===== config.mk =====
export PLATFORM = sky130hd
export DESIGN_NAME = lfk_sincos
export DESIGN_NICKNAME = d
export VERILOG_FILES = /design/src/rtl/core/lfk_pkg.sv /design/src/rtl/core/lfk_sincos.sv
export SDC_FILE = /design/constraint.sdc
export NUM_CORES = 2
export LEC_CHECK = 0
export BUFFER_PORTS_ARGS = -buffer_cell sky130_fd_sc_hd__buf_2
export CAP_MARGIN = 20
export CORE_MARGIN = 3
export CORE_UTILIZATION = 45
export DETAILED_ROUTE_END_ITERATION = 10
export PLACE_DENSITY = 0.65
export SLEW_MARGIN = 25
export SYNTH_ARGS = -nofsm -noshare
export SYNTH_HDL_FRONTEND = slang
export SYNTH_SLANG_ARGS = --single-unit

===== constraint.sdc =====
create_clock -name clk -period 5.1 [get_ports clk]
set_clock_uncertainty 0.05 [all_clocks]
set_input_delay 0.765 -clock clk [delete_from_list [all_inputs] [get_ports clk]]
set_output_delay 0.765 -clock clk [all_outputs]
set_load 0.02 [all_outputs]

===== src/rtl/core/lfk_pkg.sv =====
`timescale 1ns / 1ps

package lfk_pkg;

  // Fixed widths
  localparam int Q14_W     = 16;
  localparam int CFG_W     = 18;
  localparam int CFG_IDX_W = 4;
  localparam int PINT_W    = 22;   // internal position, micrometres
  localparam int ZW        = 20;   // CORDIC angle residue, Q.16
  localparam int XYW       = 33;   // CORDIC vector, Q.30
  localparam int RED_BASE  = 20;   // reduction word width before extra steps

  // Angle constants in Q.16
  localparam int PI_Q16               = 205887;
  localparam int HALF_PI_Q16          = 102944;
  localparam int QUARTER_PI_Q16       = 51472;
  localparam int THREE_QUARTER_PI_Q16 = 154416;
  localparam int TWO_PI_Q16           = 411774;
  localparam int ONE_Q14              = 16384;
  localparam int CORDIC_X0            = 652032874;
  localparam int CORDIC_STEPS         = 16;

  localparam int N_LANES = 7;
  localparam int N_POSES = 6;

  // Rotation axis of each transform in the chain: 1 about y, 0 about x
  localparam logic [N_LANES-1:0] LANE_AXIS_Y = 7'b0111010;

  localparam logic [2:0] LAST_JOINT = 3'd5;

  localparam logic signed [ZW-1:0] Z_PI      = ZW'(PI_Q16);
  localparam logic signed [ZW-1:0] Z_HALF_PI = ZW'(HALF_PI_Q16);
  localparam logic signed [ZW-1:0] Z_TWO_PI  = ZW'(TWO_PI_Q16);

  localparam logic signed [ZW-1:0] ATAN_Q16 [CORDIC_STEPS] = '{
    20'sd51472, 20'sd30385, 20'sd16055, 20'sd8150, 20'sd4091, 20'sd2047,
    20'sd1024, 20'sd512, 20'sd256, 20'sd128, 20'sd64, 20'sd32, 20'sd16,
    20'sd8, 20'sd4, 20'sd2
  };

  typedef enum logic [CFG_IDX_W-1:0] {
    CFG_HIP_OFFSET_DOWN = 4'd0,
    CFG_HIP_OFFSET_SIDE = 4'd1,
    CFG_THIGH_LEN       = 4'd2,
    CFG_TIBIA_LEN       = 4'd3
  } cfg_idx_t;

  typedef logic signed [Q14_W-1:0]  q14_t;
  typedef q14_t [2:0][2:0]          mat_t;
  typedef logic signed [PINT_W-1:0] pint_t;
  typedef pint_t [2:0]              pvec_t;

  typedef struct packed {
    mat_t  r;
    pvec_t p;
  } pose_t;

  // Number of conditional-subtract steps for the 2*pi reduction
  function automatic int red_steps(input int aqw);
    return (aqw > 19) ? aqw - 18 : 1;
  endfunction

  // Round to nearest (half up) after a floor shift, clamp to +-1.0 in Q2.14
  function automatic q14_t rnd_clamp(input logic signed [35:0] v, input int sh);
    logic signed [35:0] t;
    t = (v + (36'sd1 <<< (sh - 1))) >>> sh;
    if (t > 36'sd16384) begin
      return q14_t'(ONE_Q14);
    end else if (t < -36'sd16384) begin
      return -q14_t'(ONE_Q14);
    end
    return Q14_W'(t);
  endfunction

endpackage


===== src/rtl/core/lfk_sincos.sv =====
`timescale 1ns / 1ps

module lfk_sincos #(
  parameter int AQW = 20
) (
  input  logic                  clk,
  input  logic                  en,
  input  logic signed [AQW-1:0] ang,
  output lfk_pkg::q14_t         cos_q,
  output lfk_pkg::q14_t         sin_q
);
  import lfk_pkg::*;

  localparam int NRED = red_steps(AQW);
  localparam int K    = NRED - 1;
  localparam int RW   = RED_BASE + K;
  localparam logic [RW-1:0] TWO_PI_W = RW'(TWO_PI_Q16);
  localparam logic [RW-1:0] OFFS     = TWO_PI_W << K;

  // 2*pi reduction, one conditional subtract a stage
  logic [RW-1:0] red_src [NRED];
  logic [RW-1:0] red_nxt [NRED];
  logic [RW-1:0] red_r   [NRED];

  for (genvar s = 0; s < NRED; s++) begin : g_red
    localparam logic [RW-1:0] STEP = TWO_PI_W << (K - s);
    if (s == 0) begin : g_first
      assign red_src[s] = RW'(ang) + OFFS;
    end else begin : g_next
      assign red_src[s] = red_r[s-1];
    end
    assign red_nxt[s] = (red_src[s] >= STEP) ? red_src[s] - STEP : red_src[s];
    always_ff @(posedge clk) begin
      if (en) begin
        red_r[s] <= red_nxt[s];
      end
    end
  end

  // Fold into (-pi, pi], then into [-pi/2, pi/2] with a sign flag
  logic signed [ZW-1:0] zw;
  logic signed [ZW-1:0] fold_nxt;
  logic                 neg_nxt;
  logic signed [ZW-1:0] fold_r;
  logic                 neg_fold_r;

  always_comb begin
    zw = $signed(red_r[NRED-1][ZW-1:0]);
    if (zw > Z_PI) begin
      zw = zw - Z_TWO_PI;
    end
    fold_nxt = zw;
    neg_nxt  = 1'b0;
    if (zw > Z_HALF_PI) begin
      fold_nxt = zw - Z_PI;
      neg_nxt  = 1'b1;
    end else if (zw < -Z_HALF_PI) begin
      fold_nxt = zw + Z_PI;
      neg_nxt  = 1'b1;
    end
  end

  always_ff @(posedge clk) begin
    if (en) begin
      fold_r     <= fold_nxt;
      neg_fold_r <= neg_nxt;
    end
  end

  // CORDIC rotation, one iteration a stage
  logic signed [XYW-1:0] x_in [CORDIC_STEPS];
  logic signed [XYW-1:0] y_in [CORDIC_STEPS];
  logic signed [ZW-1:0]  z_in [CORDIC_STEPS];
  logic                  n_in [CORDIC_STEPS];
  logic signed [XYW-1:0] x_r  [CORDIC_STEPS];
  logic signed [XYW-1:0] y_r  [CORDIC_STEPS];
  logic signed [ZW-1:0]  z_r  [CORDIC_STEPS];
  logic                  n_r  [CORDIC_STEPS];

  for (genvar i = 0; i < CORDIC_STEPS; i++) begin : g_cordic
    if (i == 0) begin : g_first
      assign x_in[i] = XYW'(CORDIC_X0);
      assign y_in[i] = '0;
      assign z_in[i] = fold_r;
      assign n_in[i] = neg_fold_r;
    end else begin : g_next
      assign x_in[i] = x_r[i-1];
      assign y_in[i] = y_r[i-1];
      assign z_in[i] = z_r[i-1];
      assign n_in[i] = n_r[i-1];
    end
    always_ff @(posedge clk) begin
      if (en) begin
        n_r[i] <= n_in[i];
        if (!z_in[i][ZW-1]) begin
          x_r[i] <= x_in[i] - (y_in[i] >>> i);
          y_r[i] <= y_in[i] + (x_in[i] >>> i);
          z_r[i] <= z_in[i] - ATAN_Q16[i];
        end else begin
          x_r[i] <= x_in[i] + (y_in[i] >>> i);
          y_r[i] <= y_in[i] - (x_in[i] >>> i);
          z_r[i] <= z_in[i] + ATAN_Q16[i];
        end
      end
    end
  end

  // Round to Q2.14, clamp, apply the fold sign
  q14_t c_nxt;
  q14_t s_nxt;
  q14_t c_r;
  q14_t s_r;

  always_comb begin
    c_nxt = rnd_clamp(36'(x_r[CORDIC_STEPS-1]), 16);
    s_nxt = rnd_clamp(36'(y_r[CORDIC_STEPS-1]), 16);
    if (n_r[CORDIC_STEPS-1]) begin
      c_nxt = -c_nxt;
      s_nxt = -s_nxt;
    end
  end

  always_ff @(posedge clk) begin
    if (en) begin
      c_r <= c_nxt;
      s_r <= s_nxt;
    end
  end

  assign cos_q = c_r;
  assign sin_q = s_r;

endmodule


## Word level (Yosys, flattened, before mapping)

Memory sizes are Yosys's and may differ from the RTL's.
Index checks and enable logic that the tools add are counted.

- Output and inout bits: 32
- Register bits after elaboration: 53
- Memories kept: 5
- Bits in writable memories: 1434

- Magnitude comparators: 9
- $add $sub $neg: 102
- Bitwise logic cells: 48
- Multiplexer cells: 164

Memories:

| memory | depth | width | read ports | clocked after memory_dff | wr ports | RTL line | RTL |
|---|---|---|---|---|---|---|---|
| x_r | 16 | 33 | 16 | 0 | 16 | lfk_sincos.sv:75 | `logic signed [XYW-1:0] x_r [CORDIC_STEPS];` |
| y_r | 16 | 33 | 16 | 0 | 16 | lfk_sincos.sv:76 | `logic signed [XYW-1:0] y_r [CORDIC_STEPS];` |
| z_r | 16 | 20 | 15 | 0 | 16 | lfk_sincos.sv:77 | `logic signed [ZW-1:0] z_r [CORDIC_STEPS];` |
| red_r | 2 | 21 | 2 | 0 | 2 | lfk_sincos.sv:23 | `logic [RW-1:0] red_r [NRED];` |
| n_r | 16 | 1 | 16 | 0 | 16 | lfk_sincos.sv:78 | `logic n_r [CORDIC_STEPS];` |

Operators with widths:

| kind | count |
|---|---|
| 33-bit 2-to-1 mux | 32 |
| 20-bit 2-to-1 mux | 19 |
| 16-bit 2-to-1 mux | 8 |
| 1-bit 2-to-1 mux | 103 |
| 33-bit by 17-bit adder with 34-bit output, second input constant | 2 |
| 33-bit by 18-bit adder with 33-bit output | 2 |
| 33-bit by 19-bit adder with 33-bit output | 2 |
| 33-bit by 20-bit adder with 33-bit output | 2 |
| 33-bit by 21-bit adder with 33-bit output | 2 |
| 33-bit by 22-bit adder with 33-bit output | 2 |
| 33-bit by 23-bit adder with 33-bit output | 2 |
| 33-bit by 24-bit adder with 33-bit output | 2 |
| 33-bit by 25-bit adder with 33-bit output | 2 |
| 33-bit by 26-bit adder with 33-bit output | 2 |
| 33-bit by 27-bit adder with 33-bit output | 2 |
| 33-bit by 28-bit adder with 33-bit output | 2 |
| 33-bit by 29-bit adder with 33-bit output | 2 |
| 33-bit by 30-bit adder with 33-bit output | 2 |
| 33-bit by 31-bit adder with 33-bit output | 2 |
| 33-bit by 32-bit adder with 33-bit output | 2 |
| 33-bit by 18-bit subtractor with 33-bit output | 2 |
| 33-bit by 19-bit subtractor with 33-bit output | 2 |
| 33-bit by 20-bit subtractor with 33-bit output | 2 |
| 33-bit by 21-bit subtractor with 33-bit output | 2 |
| other kinds (57) | 121 |

## Logic depth before layout (Yosys ltp)

An unclocked memory read counts as a cell.

- Word-level depth: 8
- Mapped depth: 21

## Least setup slack after synthesis

No wires, ideal clock.

- Kind: input port to flip-flop
- Start: input en
- End: memory x_r[11][31], in the netlist x_r[1][130] (data pin)
- Slack: -0.449 ns
- Stages on the path: 19
- Library setup time: 0.258 ns
- Arrival: 5.241 ns
- Buffers on the path: 4
- Data required time: 4.792 ns
- Cells stage by stage: clkbuf_1 clkbuf_1 and2_1 clkbuf_1 clkinv_1 clkbuf_1 o21ai_0 ha_1 a21o_1 a21o_1 a2111oi_0 o21ai_0 o311ai_0 o21ai_0 a21boi_0 a211o_1 o21ai_0 a21oi_1 xnor2_1

RTL lines:

| item | RTL line | RTL |
|---|---|---|
| start: declaration | lfk_sincos.sv:7 | `input logic en,` |
| end: declaration | lfk_sincos.sv:75 |  |

==> flow_summary.yaml <==
status:
  status: "finished clean"
critical_path:
  worstPathArrival_ns: 5.42
  startpoint_type: "flip-flop"
  cp-end-kind: "flip-flop"
  worst-setup-path-type: "flip-flop to flip-flop"
  worst-path-max-fanout: 4
  cp.required_ns: 5.62
  worstSetupStartpoint: "x_r[0][172]"
  r2r-start: "x_r[0][172]"
logic_synthesis:
  synth_edf_count: 1309
  avgSynthCellArea_um2: 9.73
  synth_area_leader_cell: "edfxtp_1"
  synth_top_area_share_pct: 36.4
  synth_cells: 11100
  synth_nets: 12300
  synth-seq-cells: 1309
  netlist_top_cells_area: "edfxtp_1, ha_1, xnor2_1"
  synth_flop_cell: "edfxtp_1"
  syn_area_um2: 108000
  synth-warning-count: 0
  ys_types: 112
  synthArstFlopShare_pct: 0
  yosysSeqAreaShare_pct: 36.4
routing:
  first_iter_violations: 6097
  num_vias: 87500
  route.detailed.drc: 0
  drt-total-wl_um: 295000
  drtAntennaViolNets: 0
  routedWlPerCell_um: 19.2
  drtPass1Iterations: 7
  viasPerCell: 5.69
finish:
  mostFrequentLayoutCell: "edfxtp_1"
  nNetsFinal: 13300
  area_growth_pct: 15.6
  final_cell_mix: "edfxtp_1, xnor2_1, ha_1"
  drive_above_1_share_pct: 12.5
  n_fill_cell: 21400
  fin_area_um2: 125000
global_routing:
  grt_pass1_vias: 85900
  grt_overflow: 0
  grt_pass1_wl_um: 467000
  track_usage_pct: 23.5
  grt_max_degree: 155
  antenna_found_initial: 2
clock_network:
  numCtsBuffers: 158
  clock-sinks: 1309
  clk_latency_ns: 0.81
  cts.clk_slew.worst_paths_ns: 0.06
  htreeDepth: 4
  clockRootBuffer: "clkbuf_16"
  ctsHoldBuffers: 0
  tritoncts: "done"
  cts_buffer_depth: 3
flow_run:
  maxCapViolations: 0
min_path:
  hp-class: "input port to flip-flop"
  min_from: "ang[1]"
floorplanning:
  coreArea_um2: 238000
  fp.dieArea_um2: 246000
  start_util_pct: 45.3
  num_rows: 179
  die_y_um: 496
  dieWidth_um: 496
  io-pin-count: 54
placed_design:
  placed_area_um2: 119000
  post-dp-hpwl_um: 236000
  port_buffers: 53
  gp_congestion: 0.959
timing:
  slew_headroom_pct: 34.2
  fin_crit_ns: 4.90
  finalHoldViolCount: 0
  fmax_mhz: 204
  setup_viol: 0
  min_period_over_period_pct: 96.1
  slew_viol_final: 0
  finalSetupTns_ns: 0
  worst_slew_pin_slew_ns: 0.988
==> cell type report <==
class                           count  area, µm²  share of cell area (%)
Tap cell                         3167       3960                    3.17
Antenna cell                        2       5.00                 0.00401
Clock buffer                      176       4040                    3.24
Multi-Input combinational cell   9067      66300                    53.1
Timing Repair Buffer             1035       7880                    6.31
Sequential cell                  1309      39300                    31.5
Inverter                          521       1960                    1.57
Clock inverter                    112       1440                    1.15
==> worst max-delay path, stage by stage (launching register included) <==
cell      delay [ns]
edfxtp_1        0.46
or4_1           0.55
nand2b_1        0.25
or3_1           0.42
or2_2           0.30
o21ai_0         0.22
xor2_1          0.20
ha_1            0.30
o21a_1          0.12
o21ai_0         0.17
nand2b_1        0.11
o31a_1          0.11
o31ai_1         0.08
buf_4           0.18
o211ai_1        0.12
o311ai_1        0.35
nand3_1         0.17
o41a_1          0.35
xnor2_1         0.13
==> path summary, 6_finish.rpt <==
kind,to,slack [ns],depth (start not counted)
worst max-delay path,y_r[0][227],0.20,18
worst min-delay path,red_r[0][1],0.13,1
worst max register to register,y_r[0][227],0.20,18
worst min register to register,z_r[0][0],0.36,0
==> kinds of logic after synthesis <==
logic type	after synthesis	share of synthesized area, %
xor+xnor	1732	14.1
fa+ha+maj	1188	14.1
flops	1309	36.4
mux	121	1.17
buf+inv	720	2.55
simple gates	2838	12.7
compound gates	3188	19.0
==> per-stage QoR <==
| step | utilization, % | hold slack (ns) | cells | worst slack [ns] |
|---|---|---|---|---|
| 6_report | 52.4 | 0.128 | 15400 | 0.199 |
| 5_1_grt | 52.4 | 0.0888 | 15400 | -0.00932 |
| 4_1_cts | 52.2 | 0.0542 | 15400 | 0.0695 |
| 3_5_place_dp | 49.9 | 0.355 | 15100 | -0.218 |
| 3_3_place_gp | 49.9 | 0.351 | 15100 | -0.241 |
| 2_1_floorplan | - | 0.350 | 11100 | -0.0219 |
==> synth_stat cells (all sizes together) (29+ instances only) <==
library cell and count:
or4 48, edfxtp 1309, xnor2 1200, o21ai 554
mux2i 75, o21bai 192, nand2b 159, ha 1145
o31a 29, nand3 143, fa 43, nor3b 37
nor2b 106, a21o 386, mux2 46, a311oi 31
a21oi 1068, a211o 36, nand4 60, nand2 635
clkbuf 144, o31ai 122, buf 55, inv 516
or3 97, and2 62, o41ai 63, xor2 532
nor4 85, o21a 167, a21boi 31, nor3 306
nor2 882, a211oi 82, a31oi 100, and3 91
or2 44, o211ai 44
==> flip-flops by register name, summed over array words and instances, names as in the netlist <==
| name | flops |
|---|---|
| x_r | 455 |
| neg_fold_r | 1 |
| sin_q | 16 |
| z_r | 263 |
| cos_q | 16 |
| fold_r | 20 |
| red_r | 41 |
| y_r | 481 |
| n_r | 16 |
==> repair_timing <==
action | in CTS | in global routing
setup buffers | 0 | 7
pin swaps | 0 | 4
resized for setup | 1 | 67
endpoints found under the setup margin | 2 | 71
==> per-layer routing <==
metal	wire, µm	vias to the layer above	share of wire, %	GRT usage [%]
met4	9640	0	3.3	7.54
met3	12200	469	4.1	2.82
li1	-	43200	-	-
met2	145000	1953	49	41.5
met1	129000	41900	44	29.9
met5	0	-	0	0
Power is not shown: default switching activity piles up to over one toggle a cycle in this logic, so the estimate is an artifact.
